`config.mk`:
```
export PLATFORM = sky130hd
export DESIGN_NAME = gregorian_date_shift_and_diff_flat
export DESIGN_NICKNAME = d
export VERILOG_FILES = /design/src/sv/gdsd_pkg.sv /design/src/sv/gdsd_req_if.sv /design/src/sv/gdsd_res_if.sv /design/src/sv/gregorian_date_shift_and_diff.sv /design/src/flat_wrapper.sv
export VERILOG_INCLUDE_DIRS = /design/src /design/src/sv
export SDC_FILE = /design/constraint.sdc
export NUM_CORES = 1
export LEC_CHECK = 0
export BUFFER_PORTS_ARGS = -buffer_cell sky130_fd_sc_hd__buf_2
export CAP_MARGIN = 5
export CORE_ASPECT_RATIO = 0.8
export CORE_UTILIZATION = 30
export CTS_CLUSTER_DIAMETER = 200
export DETAILED_ROUTE_END_ITERATION = 12
export GPL_ROUTABILITY_DRIVEN = 0
export PLACE_DENSITY = 0.46
export SLEW_MARGIN = 20
export SYNTH_ARGS = -nofsm -noshare
export SYNTH_HDL_FRONTEND = slang
export SYNTH_SLANG_ARGS = --single-unit
export TNS_END_PERCENT = 1
```
`constraint.sdc`:
```
create_clock -name clk -period 12.7 [get_ports clk]
set_input_delay 0.635 -clock clk [delete_from_list [all_inputs] [get_ports clk]]
set_output_delay 0.635 -clock clk [all_outputs]
set_load 0.005 [all_outputs]
```
`src/sv/assert_macros.svh`:
```
// assertion macros for the rtl file gregorian_date_shift_and_diff
// expects clk and rst_n in the scope of the module that uses them
`ifndef ASSERT_MACROS_SVH
`define ASSERT_MACROS_SVH

// same-cycle implication, off while in reset
`define ASSERT_IMPL(label, ante, cons, msg) \
  label: assert property (@(posedge clk) disable iff (!rst_n) (ante) |-> (cons)) \
    else $error(msg);

// next-cycle implication, off while in reset
`define ASSERT_NEXT(label, ante, cons, msg) \
  label: assert property (@(posedge clk) disable iff (!rst_n) (ante) |=> (cons)) \
    else $error(msg);

`endif

```
`src/sv/gdsd_pkg.sv`:
```
// gdsd_pkg: field widths, calendar constants and small helper functions
// for the gregorian date shift and difference block; no dependencies
package gdsd_pkg;

  localparam int OFFSET_BITS_DEF = 17;
  localparam int YEAR_W          = 14;
  localparam int MONTH_W         = 4;
  localparam int DAY_W           = 5;
  localparam int WDAY_W          = 3;
  localparam int DIFF_W          = 23;
  localparam int BY_W            = 15;  // biased year, year + 400
  localparam int SER_W           = 23;  // unsigned day serial

  localparam int YEAR_BIAS   = 400;
  localparam int DAYS_YEAR   = 365;
  localparam int CYCLE_DAYS  = 146097;
  localparam int DIFF_LIMIT  = 3660000;
  localparam int SER_LO      = 146463;   // 0001-01-01
  localparam int SER_HI      = 3798521;  // 9999-12-31
  localparam int WDAY_SER0   = 6;        // weekday of serial 0

  // days in month m, 1 = january
  function automatic logic [DAY_W-1:0] month_len(input logic leap, input logic [MONTH_W-1:0] m);
    logic [DAY_W-1:0] len;
    case (m)
      4'd2:                       len = leap ? 5'd29 : 5'd28;
      4'd4, 4'd6, 4'd9, 4'd11:    len = 5'd30;
      default:                    len = 5'd31;
    endcase
    return len;
  endfunction

  // floor(x / 100) by reciprocal, exact for x below 25600
  function automatic logic [7:0] div100(input logic [BY_W-1:0] x);
    logic [27:0] p;
    p = 28'(x) * 28'(5243);
    return p[26:19];
  endfunction

  // v mod 7 for v up to 40
  function automatic logic [WDAY_W-1:0] mod7(input logic [5:0] v);
    logic [5:0] t;
    t = v;
    for (int i = 0; i < 5; i++) begin
      if (t >= 6'd7) begin
        t = t - 6'd7;
      end
    end
    return t[WDAY_W-1:0];
  endfunction

endpackage

```
`src/sv/gdsd_req_if.sv`:
```
// gdsd_req_if: request channel of the date block, valid/ready plus payload
// depends on gdsd_pkg for field widths
interface gdsd_req_if #(
  parameter int OFFSET_BITS = gdsd_pkg::OFFSET_BITS_DEF
);
  import gdsd_pkg::*;

  logic                      valid;
  logic                      ready;
  logic                      req_type;
  logic [YEAR_W-1:0]         year;
  logic [MONTH_W-1:0]        month;
  logic [DAY_W-1:0]          day;
  logic signed [OFFSET_BITS-1:0] offset;
  logic [YEAR_W-1:0]         other_year;
  logic [MONTH_W-1:0]        other_month;
  logic [DAY_W-1:0]          other_day;

  modport source (output valid, req_type, year, month, day, offset,
                  other_year, other_month, other_day, input ready);
  modport sink   (input valid, req_type, year, month, day, offset,
                  other_year, other_month, other_day, output ready);
endinterface

```
`src/sv/gdsd_res_if.sv`:
```
// gdsd_res_if: result channel of the date block, valid/ready plus payload
// depends on gdsd_pkg for field widths
interface gdsd_res_if;
  import gdsd_pkg::*;

  logic                     valid;
  logic                     ready;
  logic [YEAR_W-1:0]        out_year;
  logic [MONTH_W-1:0]       out_month;
  logic [DAY_W-1:0]         out_day;
  logic [WDAY_W-1:0]        weekday;
  logic signed [DIFF_W-1:0] day_difference;

  modport source (output valid, out_year, out_month, out_day, weekday, day_difference,
                  input ready);
  modport sink   (input valid, out_year, out_month, out_day, weekday, day_difference,
                  output ready);
endinterface

```
`src/sv/gregorian_date_shift_and_diff.sv`:
```
// gregorian_date_shift_and_diff: shift a date by a signed day count, or take
// the day difference of two dates, with one shared accumulator adder
// depends on gdsd_pkg, gdsd_req_if, gdsd_res_if and assert_macros.svh
//
// usage:
//   in_ch carries one request: req_type 0 adds offset to year/month/day and
//   returns the normalized date and weekday (0 sunday), clamped to
//   0001-01-01 .. 9999-12-31; req_type 1 returns date minus other date in
//   days, clamped to +/-3660000. unused result fields are zero.
//   out_ch carries one result per request, valid/ready.
// operation:
//   the sums go through one accumulator adder under a sequencer. a date
//   serial is built from four year terms and a walk over the months. a
//   difference builds two serials and subtracts them. a shift builds the
//   serial, adds the offset, clamps, then walks 400-year cycles, years
//   inside the cycle (up to 399) and months; the year walk sets the worst case.
//   in_ch.ready is high only while the sequencer is idle; one request at a
//   time. the result sits in an output register, so a new request is taken
//   while the previous result waits; a second result waits for the first.
// reset: rst_n is synchronous, active low; clears the sequencer and out valid.
module gregorian_date_shift_and_diff #(
  parameter int OFFSET_BITS = gdsd_pkg::OFFSET_BITS_DEF
) (
  input  logic              clk,
  input  logic              rst_n,
  gdsd_req_if.sink          in_ch,
  gdsd_res_if.source        out_ch
);
  import gdsd_pkg::*;

  localparam int ACC_W = ((OFFSET_BITS > SER_W) ? OFFSET_BITS : SER_W) + 2;

  localparam logic [3:0] S_IDLE  = 4'd0;
  localparam logic [3:0] S_Y0    = 4'd1;
  localparam logic [3:0] S_Y1    = 4'd2;
  localparam logic [3:0] S_Y2    = 4'd3;
  localparam logic [3:0] S_Y3    = 4'd4;
  localparam logic [3:0] S_MS    = 4'd5;
  localparam logic [3:0] S_PASS  = 4'd6;
  localparam logic [3:0] S_DIFF  = 4'd7;
  localparam logic [3:0] S_SAT   = 4'd8;
  localparam logic [3:0] S_ADD   = 4'd9;
  localparam logic [3:0] S_CLAMP = 4'd10;
  localparam logic [3:0] S_CYC   = 4'd11;
  localparam logic [3:0] S_YR    = 4'd12;
  localparam logic [3:0] S_MW    = 4'd13;
  localparam logic [3:0] S_OUT   = 4'd14;

  localparam logic signed [ACC_W-1:0] LIM_P  = ACC_W'(DIFF_LIMIT);
  localparam logic signed [ACC_W-1:0] LIM_N  = -ACC_W'(DIFF_LIMIT);
  localparam logic signed [ACC_W-1:0] LO_S   = ACC_W'(SER_LO);
  localparam logic signed [ACC_W-1:0] HI_S   = ACC_W'(SER_HI);

  // control
  logic [3:0]  state_r, state_nxt;
  logic        out_valid_r, out_valid_nxt;

  // datapath
  logic signed [ACC_W-1:0] acc_r, acc_nxt;
  logic signed [ACC_W-1:0] save_r, save_nxt;
  logic [BY_W-1:0]         by_r, by_nxt;
  logic [MONTH_W-1:0]      mo_r, mo_nxt;
  logic [DAY_W-1:0]        dy_r, dy_nxt;
  logic [MONTH_W-1:0]      mi_r, mi_nxt;
  logic                    leap_r, leap_nxt;
  logic [7:0]              q_r, q_nxt;
  logic                    type_r, type_nxt;
  logic                    pass_r, pass_nxt;
  logic signed [OFFSET_BITS-1:0] off_r, off_nxt;
  logic [YEAR_W-1:0]       py_r, py_nxt;
  logic [MONTH_W-1:0]      pm_r, pm_nxt;
  logic [DAY_W-1:0]        pd_r, pd_nxt;
  logic [BY_W-1:0]         yb_r, yb_nxt;
  logic [8:0]              k_r, k_nxt;
  logic [6:0]              c100_r, c100_nxt;
  logic [WDAY_W-1:0]       w_r, w_nxt;

  logic [YEAR_W-1:0]        res_year_r, res_year_nxt;
  logic [MONTH_W-1:0]       res_month_r, res_month_nxt;
  logic [DAY_W-1:0]         res_day_r, res_day_nxt;
  logic [WDAY_W-1:0]        res_wday_r, res_wday_nxt;
  logic signed [DIFF_W-1:0] res_diff_r, res_diff_nxt;

  logic [YEAR_W-1:0]        oy_r, oy_nxt;
  logic [MONTH_W-1:0]       om_r, om_nxt;
  logic [DAY_W-1:0]         od_r, od_nxt;
  logic [WDAY_W-1:0]        ow_r, ow_nxt;
  logic signed [DIFF_W-1:0] odf_r, odf_nxt;

  // shared unit
  logic signed [ACC_W-1:0] alu_a, alu_b, alu_sum;
  logic                    alu_sub;

  // date loader
  logic [YEAR_W-1:0]  ld_year;
  logic [MONTH_W-1:0] ld_month;
  logic [DAY_W-1:0]   ld_day;
  logic [BY_W-1:0]    ld_by;
  logic [MONTH_W-1:0] ld_mo;

  logic               in_fire;
  logic               leapk;
  logic [DAY_W-1:0]   mlen;

  assign in_ch.ready = (state_r == S_IDLE);
  assign in_fire     = in_ch.valid && in_ch.ready;

  // leap year of position k inside a 400-year cycle
  assign leapk = (k_r[1:0] == 2'd0) && ((c100_r != 7'd0) || (k_r == 9'd0));
  assign mlen  = month_len(leap_r, mi_r);

  // month zero is december of the year before, 13..15 roll into next year
  always_comb begin
    ld_by = BY_W'(ld_year) + BY_W'(YEAR_BIAS);
    ld_mo = ld_month;
    if (ld_month == 4'd0) begin
      ld_by = ld_by - BY_W'(1);
      ld_mo = 4'd12;
    end else if (ld_month > 4'd12) begin
      ld_by = ld_by + BY_W'(1);
      ld_mo = ld_month - 4'd12;
    end
  end

  // operand select for the accumulator adder
  always_comb begin
    alu_a   = acc_r;
    alu_b   = '0;
    alu_sub = 1'b0;
    unique case (state_r)
      S_Y0: begin
        alu_a = '0;
        alu_b = ACC_W'(by_r) * ACC_W'(DAYS_YEAR);
      end
      S_Y1:  alu_b = ACC_W'((by_r + BY_W'(3)) >> 2);
      S_Y2: begin
        alu_b   = ACC_W'(q_r);
        alu_sub = 1'b1;
      end
      S_Y3:  alu_b = ACC_W'(q_r);
      S_MS: begin
        if (mi_r < mo_r) begin
          alu_b = ACC_W'(month_len(leap_r, mi_r));
        end else begin
          alu_b = ACC_W'(dy_r) - ACC_W'(1);
        end
      end
      S_DIFF: begin
        alu_b   = save_r;
        alu_sub = 1'b1;
      end
      S_ADD:  alu_b = ACC_W'(off_r);
      S_CYC: begin
        alu_b   = ACC_W'(CYCLE_DAYS);
        alu_sub = 1'b1;
      end
      S_YR: begin
        alu_b   = leapk ? ACC_W'(DAYS_YEAR + 1) : ACC_W'(DAYS_YEAR);
        alu_sub = 1'b1;
      end
      S_MW: begin
        alu_b   = ACC_W'(mlen);
        alu_sub = 1'b1;
      end
      default: begin
        alu_b = '0;
      end
    endcase
    alu_sum = alu_sub ? (alu_a - alu_b) : (alu_a + alu_b);
  end

  // sequencer
  always_comb begin
    state_nxt     = state_r;
    out_valid_nxt = out_valid_r && !out_ch.ready;
    acc_nxt   = acc_r;
    save_nxt  = save_r;
    by_nxt    = by_r;
    mo_nxt    = mo_r;
    dy_nxt    = dy_r;
    mi_nxt    = mi_r;
    leap_nxt  = leap_r;
    q_nxt     = q_r;
    type_nxt  = type_r;
    pass_nxt  = pass_r;
    off_nxt   = off_r;
    py_nxt    = py_r;
    pm_nxt    = pm_r;
    pd_nxt    = pd_r;
    yb_nxt    = yb_r;
    k_nxt     = k_r;
    c100_nxt  = c100_r;
    w_nxt     = w_r;
    res_year_nxt  = res_year_r;
    res_month_nxt = res_month_r;
    res_day_nxt   = res_day_r;
    res_wday_nxt  = res_wday_r;
    res_diff_nxt  = res_diff_r;
    oy_nxt  = oy_r;
    om_nxt  = om_r;
    od_nxt  = od_r;
    ow_nxt  = ow_r;
    odf_nxt = odf_r;
    ld_year  = py_r;
    ld_month = pm_r;
    ld_day   = pd_r;

    unique case (state_r)
      S_IDLE: begin
        // a difference request runs the other date first
        if (in_ch.req_type) begin
          ld_year  = in_ch.other_year;
          ld_month = in_ch.other_month;
          ld_day   = in_ch.other_day;
        end else begin
          ld_year  = in_ch.year;
          ld_month = in_ch.month;
          ld_day   = in_ch.day;
        end
        if (in_fire) begin
          type_nxt  = in_ch.req_type;
          off_nxt   = in_ch.offset;
          py_nxt    = in_ch.year;
          pm_nxt    = in_ch.month;
          pd_nxt    = in_ch.day;
          pass_nxt  = 1'b0;
          by_nxt    = ld_by;
          mo_nxt    = ld_mo;
          dy_nxt    = ld_day;
          state_nxt = S_Y0;
        end
      end
      S_Y0: begin
        acc_nxt   = alu_sum;
        q_nxt     = div100(by_r);
        state_nxt = S_Y1;
      end
      S_Y1: begin
        acc_nxt   = alu_sum;
        leap_nxt  = (by_r[1:0] == 2'd0) &&
                    ((by_r != BY_W'(q_r) * BY_W'(100)) || (q_r[1:0] == 2'd0));
        q_nxt     = div100(by_r + BY_W'(99));
        state_nxt = S_Y2;
      end
      S_Y2: begin
        acc_nxt   = alu_sum;
        q_nxt     = div100((by_r + BY_W'(399)) >> 2);
        state_nxt = S_Y3;
      end
      S_Y3: begin
        acc_nxt   = alu_sum;
        mi_nxt    = 4'd1;
        state_nxt = S_MS;
      end
      S_MS: begin
        acc_nxt = alu_sum;
        if (mi_r < mo_r) begin
          mi_nxt = mi_r + 4'd1;
        end else begin
          state_nxt = S_PASS;
        end
      end
      S_PASS: begin
        if (type_r && !pass_r) begin
          save_nxt  = acc_r;
          pass_nxt  = 1'b1;
          by_nxt    = ld_by;
          mo_nxt    = ld_mo;
          dy_nxt    = ld_day;
          state_nxt = S_Y0;
        end else if (type_r) begin
          state_nxt = S_DIFF;
        end else begin
          state_nxt = S_ADD;
        end
      end
      S_DIFF: begin
        acc_nxt   = alu_sum;
        state_nxt = S_SAT;
      end
      S_SAT: begin
        if (acc_r > LIM_P) begin
          res_diff_nxt = DIFF_W'(LIM_P);
        end else if (acc_r < LIM_N) begin
          res_diff_nxt = DIFF_W'(LIM_N);
        end else begin
          res_diff_nxt = DIFF_W'(acc_r);
        end
        res_year_nxt  = '0;
        res_month_nxt = '0;
        res_day_nxt   = '0;
        res_wday_nxt  = '0;
        state_nxt     = S_OUT;
      end
      S_ADD: begin
        acc_nxt   = alu_sum;
        state_nxt = S_CLAMP;
      end
      S_CLAMP: begin
        if (acc_r < LO_S) begin
          acc_nxt = LO_S;
        end else if (acc_r > HI_S) begin
          acc_nxt = HI_S;
        end
        yb_nxt    = '0;
        k_nxt     = '0;
        c100_nxt  = '0;
        w_nxt     = WDAY_W'(WDAY_SER0);
        state_nxt = S_CYC;
      end
      S_CYC: begin
        // 400-year cycles are a whole number of weeks
        if (!alu_sum[ACC_W-1]) begin
          acc_nxt = alu_sum;
          yb_nxt  = yb_r + BY_W'(YEAR_BIAS);
        end else begin
          state_nxt = S_YR;
        end
      end
      S_YR: begin
        if (!alu_sum[ACC_W-1]) begin
          acc_nxt  = alu_sum;
          yb_nxt   = yb_r + BY_W'(1);
          k_nxt    = k_r + 9'd1;
          c100_nxt = (c100_r == 7'd99) ? 7'd0 : c100_r + 7'd1;
          w_nxt    = mod7(6'(w_r) + (leapk ? 6'd2 : 6'd1));
        end else begin
          leap_nxt  = leapk;
          mi_nxt    = 4'd1;
          state_nxt = S_MW;
        end
      end
      S_MW: begin
        if (!alu_sum[ACC_W-1]) begin
          acc_nxt = alu_sum;
          mi_nxt  = mi_r + 4'd1;
          w_nxt   = mod7(6'(w_r) + 6'(mlen - 5'd28));
        end else begin
          res_year_nxt  = YEAR_W'(yb_r - BY_W'(YEAR_BIAS));
          res_month_nxt = mi_r;
          res_day_nxt   = DAY_W'(acc_r) + 5'd1;
          res_wday_nxt  = mod7(6'(w_r) + 6'(acc_r[DAY_W-1:0]));
          res_diff_nxt  = '0;
          state_nxt     = S_OUT;
        end
      end
      S_OUT: begin
        if (!out_valid_r || out_ch.ready) begin
          oy_nxt        = res_year_r;
          om_nxt        = res_month_r;
          od_nxt        = res_day_r;
          ow_nxt        = res_wday_r;
          odf_nxt       = res_diff_r;
          out_valid_nxt = 1'b1;
          state_nxt     = S_IDLE;
        end
      end
      default: begin
        state_nxt = S_IDLE;
      end
    endcase
  end

  always_ff @(posedge clk) begin
    if (!rst_n) begin
      state_r     <= S_IDLE;
      out_valid_r <= 1'b0;
    end else begin
      state_r     <= state_nxt;
      out_valid_r <= out_valid_nxt;
    end
  end

  always_ff @(posedge clk) begin
    acc_r   <= acc_nxt;
    save_r  <= save_nxt;
    by_r    <= by_nxt;
    mo_r    <= mo_nxt;
    dy_r    <= dy_nxt;
    mi_r    <= mi_nxt;
    leap_r  <= leap_nxt;
    q_r     <= q_nxt;
    type_r  <= type_nxt;
    pass_r  <= pass_nxt;
    off_r   <= off_nxt;
    py_r    <= py_nxt;
    pm_r    <= pm_nxt;
    pd_r    <= pd_nxt;
    yb_r    <= yb_nxt;
    k_r     <= k_nxt;
    c100_r  <= c100_nxt;
    w_r     <= w_nxt;
    res_year_r  <= res_year_nxt;
    res_month_r <= res_month_nxt;
    res_day_r   <= res_day_nxt;
    res_wday_r  <= res_wday_nxt;
    res_diff_r  <= res_diff_nxt;
    oy_r    <= oy_nxt;
    om_r    <= om_nxt;
    od_r    <= od_nxt;
    ow_r    <= ow_nxt;
    odf_r   <= odf_nxt;
  end

  assign out_ch.valid          = out_valid_r;
  assign out_ch.out_year       = oy_r;
  assign out_ch.out_month      = om_r;
  assign out_ch.out_day        = od_r;
  assign out_ch.weekday        = ow_r;
  assign out_ch.day_difference = odf_r;

  `include "assert_macros.svh"

  // the cycle walk leaves less than one 400-year cycle
  `ASSERT_IMPL(a_yr_range, state_r == S_YR, (acc_r >= 0) && (acc_r < ACC_W'(CYCLE_DAYS)), "year walk remainder out of range")
  // the month walk never runs past december
  `ASSERT_IMPL(a_mw_month, state_r == S_MW, (mi_r >= 4'd1) && (mi_r <= 4'd12) && (acc_r >= 0) && (acc_r < ACC_W'(DAYS_YEAR + 1)), "month walk out of range")
  // a finished result is only loaded when the output register is free
  `ASSERT_NEXT(a_out_load, (state_r == S_OUT) && out_valid_r && !out_ch.ready, state_r == S_OUT, "result overwrote a pending output")
  // weekday stays a valid day code
  `ASSERT_IMPL(a_wday, out_valid_r, out_ch.weekday != 3'd7, "weekday code out of range")

endmodule
```
`src/flat_wrapper.sv`:
```
// flat-port wrapper written by rule: the top's interface ports become plain ports
module gregorian_date_shift_and_diff_flat import gdsd_pkg::*;
#(
  parameter int OFFSET_BITS = gdsd_pkg::OFFSET_BITS_DEF
)
  (clk, rst_n, in_ch_valid, in_ch_req_type, in_ch_year, in_ch_month, in_ch_day, in_ch_offset, in_ch_other_year, in_ch_other_month, in_ch_other_day, in_ch_ready, out_ch_valid, out_ch_out_year, out_ch_out_month, out_ch_out_day, out_ch_weekday, out_ch_day_difference, out_ch_ready);
  gdsd_req_if #(.OFFSET_BITS(OFFSET_BITS)) in_ch_i ();
  gdsd_res_if out_ch_i ();
  input  logic clk;
  input  logic rst_n;
  input wire logic [$bits(in_ch_i.valid)-1:0] in_ch_valid;
  input wire logic [$bits(in_ch_i.req_type)-1:0] in_ch_req_type;
  input wire logic [$bits(in_ch_i.year)-1:0] in_ch_year;
  input wire logic [$bits(in_ch_i.month)-1:0] in_ch_month;
  input wire logic [$bits(in_ch_i.day)-1:0] in_ch_day;
  input wire logic [$bits(in_ch_i.offset)-1:0] in_ch_offset;
  input wire logic [$bits(in_ch_i.other_year)-1:0] in_ch_other_year;
  input wire logic [$bits(in_ch_i.other_month)-1:0] in_ch_other_month;
  input wire logic [$bits(in_ch_i.other_day)-1:0] in_ch_other_day;
  output wire logic [$bits(in_ch_i.ready)-1:0] in_ch_ready;
  output wire logic [$bits(out_ch_i.valid)-1:0] out_ch_valid;
  output wire logic [$bits(out_ch_i.out_year)-1:0] out_ch_out_year;
  output wire logic [$bits(out_ch_i.out_month)-1:0] out_ch_out_month;
  output wire logic [$bits(out_ch_i.out_day)-1:0] out_ch_out_day;
  output wire logic [$bits(out_ch_i.weekday)-1:0] out_ch_weekday;
  output wire logic [$bits(out_ch_i.day_difference)-1:0] out_ch_day_difference;
  input wire logic [$bits(out_ch_i.ready)-1:0] out_ch_ready;
  assign in_ch_i.valid = in_ch_valid;
  assign in_ch_i.req_type = in_ch_req_type;
  assign in_ch_i.year = in_ch_year;
  assign in_ch_i.month = in_ch_month;
  assign in_ch_i.day = in_ch_day;
  assign in_ch_i.offset = in_ch_offset;
  assign in_ch_i.other_year = in_ch_other_year;
  assign in_ch_i.other_month = in_ch_other_month;
  assign in_ch_i.other_day = in_ch_other_day;
  assign in_ch_ready = in_ch_i.ready;
  assign out_ch_valid = out_ch_i.valid;
  assign out_ch_out_year = out_ch_i.out_year;
  assign out_ch_out_month = out_ch_i.out_month;
  assign out_ch_out_day = out_ch_i.out_day;
  assign out_ch_weekday = out_ch_i.weekday;
  assign out_ch_day_difference = out_ch_i.day_difference;
  assign out_ch_i.ready = out_ch_ready;
  gregorian_date_shift_and_diff #(.OFFSET_BITS(OFFSET_BITS)) u_core (.clk(clk), .rst_n(rst_n), .in_ch(in_ch_i), .out_ch(out_ch_i));
endmodule
```
Word-level counts from Yosys, hierarchy flattened
Index checks and enable logic that the tools add are counted.

operators by class
  add/subtract/negate cells = 36
  multipliers = 5
  divide/modulo/power cells = 0
  order comparisons = 21
  equal/unequal tests = 34
  shifts and indexed selects = 0
  multiplexer cells = 114
  bitwise operators = 0
  reduce and logical (&&, ||, !) cells = 44

operator list
  cell                                                          number
  case mux 25 bit (9 select lines)                              1
  2-to-1 mux 6 bit                                              36
  2-to-1 mux 25 bit                                             6
  >= comparator 6 x 3 -> 1 bit, second input constant           15
  2-to-1 mux 15 bit                                             6
  case mux 25 bit (3 select lines)                              1
  2-to-1 mux 4 bit                                              18
  subtractor 6 x 3 -> 6 bit, second input constant              12
  2-to-1 mux 23 bit                                             3
  case mux 4 bit (15 select lines)                              1
  multiplier 15 x 13 -> 27 bit, second input constant           2
  > comparator 25 x 23 -> 1 bit, second input constant          2
  case mux 23 bit (2 select lines)                              1
  case mux 15 bit (3 select lines)                              1
  2-to-1 mux 14 bit                                             3
  equality test 4 bit, second input constant                    9
  adder 15 x 1 -> 15 bit, second input constant                 2
  adder 15 x 9 -> 15 bit, second input constant                 2
  case mux 15 bit (2 select lines)                              1
  case mux 5 bit (2 select lines)                               3
  case mux 14 bit (2 select lines)                              1
  multiplier 13 x 13 -> 26 bit, second input constant           1
  adder 25 bit                                                  1
  less-than comparator 25 x 19 -> 1 bit, second input constant  1
  other kinds (62)                                              125

storage, ports and cells
  register bits after elaboration = 266
  latch bits = 0
  bits in writable memories = 0
  ROM bits = 0
  bits of input ports = 68
  output and inout bits = 51
  word-level logic and storage cells = 284
  memories = 0

Longest topological paths before layout
  depth after elaboration = 25
  gate-level depth with buffers = 34
  gate-level depth less buffers = 33

Worst setup path after synthesis
OpenSTA, ideal clock, no wires.

  path type = register to register
  from = reg u_core.by_r[7]
  to = reg u_core.res_day_r[0], enable pin
  library setup time = 0.472 ns
  arrival = 9.042 ns
  required time = 12.228 ns
  setup slack = 3.186 ns
  stages on the path, launching flop included = 33
  path buffers = 1
  period minus slack after synthesis = 9.514 ns
  cell sequence = edfxtp_1 ha_1 clkbuf_1 xor2_1 ha_1 inv_1 fa_1 fa_1 inv_1 ha_1 nor2b_1 o21a_1 o31a_1 or3_1 a31oi_2 nand4_2 nor4_4 nand4_1 nand2b_1 nand2_1 xnor2_1 ha_1 a21oi_1 o21ai_0 a21oi_1 nor2b_1 o21ai_0 nand2b_1 a21oi_1 o31ai_1 xnor2_1 nand3_1 a21oi_1

on the way
  longest elaborated chain between the ends = 6
  elaborated cells between the ends (all ways) = 8
  classes of those cells = add/sub (3); mul (1); eq/ne (1); mux (2); reduce/logical (1)

ends and longest elaborated chain
  what                                                                          RTL line                                                                    text
  from (decl)                                                                   gregorian_date_shift_and_diff.sv:61                                         logic [BY_W-1:0] by_r, by_nxt;
  from (signal assigned)                                                        gregorian_date_shift_and_diff.sv:377                                        by_r <= by_nxt;
  multiplier 15 x 9 -> 24 bit / adder 15 x 2 -> 16 bit (equally long branches)  gregorian_date_shift_and_diff.sv:133, gregorian_date_shift_and_diff.sv:135
  case mux 25 bit (9 select lines) (*)                                          gregorian_date_shift_and_diff.sv:130                                        unique case (state_r)
  adder 25 bit / subtractor 25 bit (equally long branches)                      gregorian_date_shift_and_diff.sv:169                                        alu_sum = alu_sub ? (alu_a - alu_b) : (alu_a + alu_b);
  2-to-1 mux 25 bit (*)                                                         gregorian_date_shift_and_diff.sv:169
  inequality test 2 x 1 -> 1 bit (no source line) (*)                           --
  AND reduction 2 bit (no source line) (*)                                      --
  to (signal assigned)                                                          gregorian_date_shift_and_diff.sv:395                                        res_day_r <= res_day_nxt;
  to (decl)                                                                     gregorian_date_shift_and_diff.sv:80                                         logic [DAY_W-1:0] res_day_r, res_day_nxt;

Mark *: on every way between the ends. The rest lies on a longest branch, timed or not.
A chain may end at the register's enable or synchronous reset.

Final worst setup path
  from = reg u_core.by_r[5]
  to = reg u_core.mi_r[2], enable pin

on the way
  longest elaborated chain between the ends = 6
  elaborated cells between the ends (all ways) = 9
  classes of those cells = add/sub (3); mul (1); eq/ne (2); mux (2); reduce/logical (1)

ends and longest elaborated chain
  what                                                                                             RTL line                                                                    text
  multiplier 15 x 9 -> 24 bit / adder 15 x 2 -> 16 bit (equally long branches)                     gregorian_date_shift_and_diff.sv:133, gregorian_date_shift_and_diff.sv:135
  case mux 25 bit (9 select lines) (*)                                                             gregorian_date_shift_and_diff.sv:130
  adder 25 bit / subtractor 25 bit (equally long branches)                                         gregorian_date_shift_and_diff.sv:169
  2-to-1 mux 25 bit (*)                                                                            gregorian_date_shift_and_diff.sv:169
  inequality test 2 x 1 -> 1 bit (no source line) / inequality test 2 bit (equally long branches)  --
  AND reduction 4 bit (no source line) (*)                                                         --
  to (signal assigned)                                                                             gregorian_date_shift_and_diff.sv:380                                        mi_r <= mi_nxt;
  to (decl)                                                                                        gregorian_date_shift_and_diff.sv:64                                         logic [MONTH_W-1:0] mi_r, mi_nxt;

Marks and branches as above.

==> metrics.cfg <==
[sta]
finalCriticalPeriod_ns = 9.12
hold_slack_ns = 0.231
layout_worst_path_cycle_share_pct = 71.8
hold_viol_final = 0
finalSetupTns_ns = 0
max-slew-margin-rel_pct = 30.6
setup_viol = 0
fmax_mhz = 110
slew_viol_final = 0
rsz0062_at_grt = no
fin_worst_skew_ns = 0.0161
worst_pin_slew_ns = 1.03

[layout]
n_fill_cell = 10400
final_cell_mix = 512 x inv_1, 458 x ha_1, 260 x edfxtp_1, 228 x fa_1, 195 x nor2_1
final_common_cell = inv_1
area_growth_pct = 10.8
layout-drive-gt1-share_pct = 8.37
nNetsFinal = 4002
diodes = 0

[routing]
firstDrtPassIters = 6
post_drt_wl_per_cell_um = 18.3
vias = 22300
drt_wl_total_um = 84000
drc = 0
routed_via_density = 4.84
antenna_left = 0
drt_iter0_drc = 1413

[setup_path]
crit_path_max_incr_delay_ns = 0.81
arrival_ns = 9.36
critPathSlowestCell = edfxtp_1
start_kind = flip-flop
cpMostUsedCell = ha_1
cp.required_ns = 12.94
path_max_fanout = 14
crit_type = flip-flop to flip-flop
cp-end-kind = flip-flop

[floorplan]
die_area_um2 = 103000
die_y_um = 287
io_pins = 119
std_cell_rows = 104
core_area_um2 = 101000
initial_core_util_pct = 30.3
fp.dieW_um = 358

[clock_network]
post_cts.repair.setup_buffers = 0
clockBufferDepth = 3
cts_sinks = 265
htreeDepth = 1
clock_latency_ns = 0.59
cts_hold_buffers = 0
cts_tree = done
cts-root-buf = clkbuf_16
cts-resized-gates = 0
cts-buffers-inserted = 31
clk_pin_slew_worst_paths_ns = 0.06

[logic_synthesis]
synth_top_flop_cell = edfxtp_1
syn_inst = 3131
synth_edf_count = 260
netlist_top_cells_area = edfxtp_1 26%, ha_1 19%, fa_1 15%, inv_1 6.3%, xnor2_1 4.1%
synth_seq_area_share_pct = 25.9
syn_avg_cell_area_um2 = 9.74
yosysTopAreaCell = edfxtp_1
ys_types = 96
synth_top_area_share_pct = 25.6
ys_seq_elements = 265
synth_nets = 3885
syn_area_um2 = 30500
ys_warn_count = 0
synthArstFlopShare_pct = 0

[placed_design]
dp_hpwl_um = 68900
placement.io_buffers = 118

[global_routing]
grt_pass1_vias = 22300
grt_pass1_wl_um = 133000
antenna_found_initial = 4
grt_overflow = 0
grt_util_all_layers_pct = 16.5
grt_max_degree = 50

[status]
status = completed

[job]
max-cap-violations = 0

[min_path]
holdCritPathClass = input pin to flip-flop

==> cells by family after synthesis <==
group	Yosys count	synth area share (%)
adders and majority gates	687	33.8
and+or+nand+nor	736	12.0
xor gates and xnor gates	223	6.43
AOI/OAI and AO/OA	572	12.5
buffers and inverters	589	7.32
muxes	59	2.02
DFF	265	25.9
==> flip-flops by register name, indices dropped and copies added, names as in the netlist, 5 cells and up <==
register / cells
u_core.acc_r: 25
u_core.yb_r: 14
u_core.res_year_r: 14
u_core.res_day_r: 5
u_core.save_r: 25
u_core.py_r: 14
u_core.out_ch.out_year: 14
u_core.by_r: 15
u_core.pd_r: 5
u_core.q_r: 8
u_core.out_ch.day_difference: 23
u_core.off_r: 17
u_core.res_diff_r: 23
u_core.dy_r: 5
u_core.out_ch.out_day: 5
u_core.c100_r: 7
u_core.k_r: 9
==> worst paths after layout <==
path,to,slack [ns],start,cells after the start
worst max register to register,u_core.mi_r[2]$_SDFFCE_PN0P_,3.58,u_core.by_r[5]$_DFFE_PP_,32
worst min-delay path,u_core.off_r[6]$_DFFE_PP_,0.23,in_ch_offset[6],1
worst max-delay path,u_core.mi_r[2]$_SDFFCE_PN0P_,3.58,u_core.by_r[5]$_DFFE_PP_,32
worst min register to register,u_core.out_ch.out_year[12]$_DFFE_PP_,0.41,u_core.res_year_r[12]$_SDFFCE_PN0P_,0
==> critical path, delay by kind of cell, from the launching register on <==
| family | cells | cell delay, ns |
|---|---|---|
| buf+inv | 2 | 0.09 |
| mux | 1 | 0.36 |
| flops | 1 | 0.81 |
| compound gates | 10 | 2.01 |
| xor+xnor | 4 | 1.42 |
| fa+ha+maj | 6 | 2.39 |
| simple gates | 9 | 1.68 |
==> through the flow <==
stage / std cells / util (%) / instance area [µm²] / worst slack [ns]
CTS: 4597 / 33.6 / 33800 / 3.57
global route: 4597 / 33.6 / 33800 / 2.86
floorplan: 3131 / - / 30500 / 3.19
global placement: 4540 / 32.6 / 32800 / 3.67
detailed placement: 4540 / 32.6 / 32800 / 3.63
finish: 4597 / 33.6 / 33800 / 3.58
==> cell type report <==
cell class	count	area (µm²)	share of cell area [%]
Clock buffer	37	798	2.36
Clock inverter	20	168	0.496
Inverter	512	1920	5.69
Multi-Input combinational cell	2277	20400	60.4
Sequential cell	265	7910	23.4
Tap cell	1325	1660	4.91
Timing Repair Buffer	161	913	2.70
==> routing by layer <==
metal | vias to the layer above | GRT usage (%) | wire, µm
li1 | 11000 | - | -
met1 | 10700 | 26.4 | 45300
met2 | 455 | 23.8 | 33900
met3 | 52 | 2.20 | 4010
met4 | 4 | 1.73 | 782
met5 | - | 0 | 31
==> synthesized netlist by cell type (all sizes together) (6+ instances only) <==
cell type	number
a31oi	26
o41ai	8
nand4	25
nor3b	7
ha	458
o21bai	13
inv	512
a32oi	6
xnor2	143
xor2	80
nor2b	30
a31o	7
a2111oi	8
mux2	17
a21oi	150
o211ai	17
nand2b	38
nand2	184
a21boi	7
a21o	36
nand3	55
buf	16
nor3	51
clkbuf	61
o21a	27
nand3b	6
mux2i	42
edfxtp	260
o22ai	10
o31ai	17
nor2	196
and3	30
a211oi	14
or2	11
o21ai	128
a22oi	22
fa	228
a22o	9
or3	15
or4	9
o221ai	6
and2	50
nor4	14
a221oi	10
Power is not shown: default switching activity piles up to over one toggle a cycle in this logic, so the estimate is an artifact.
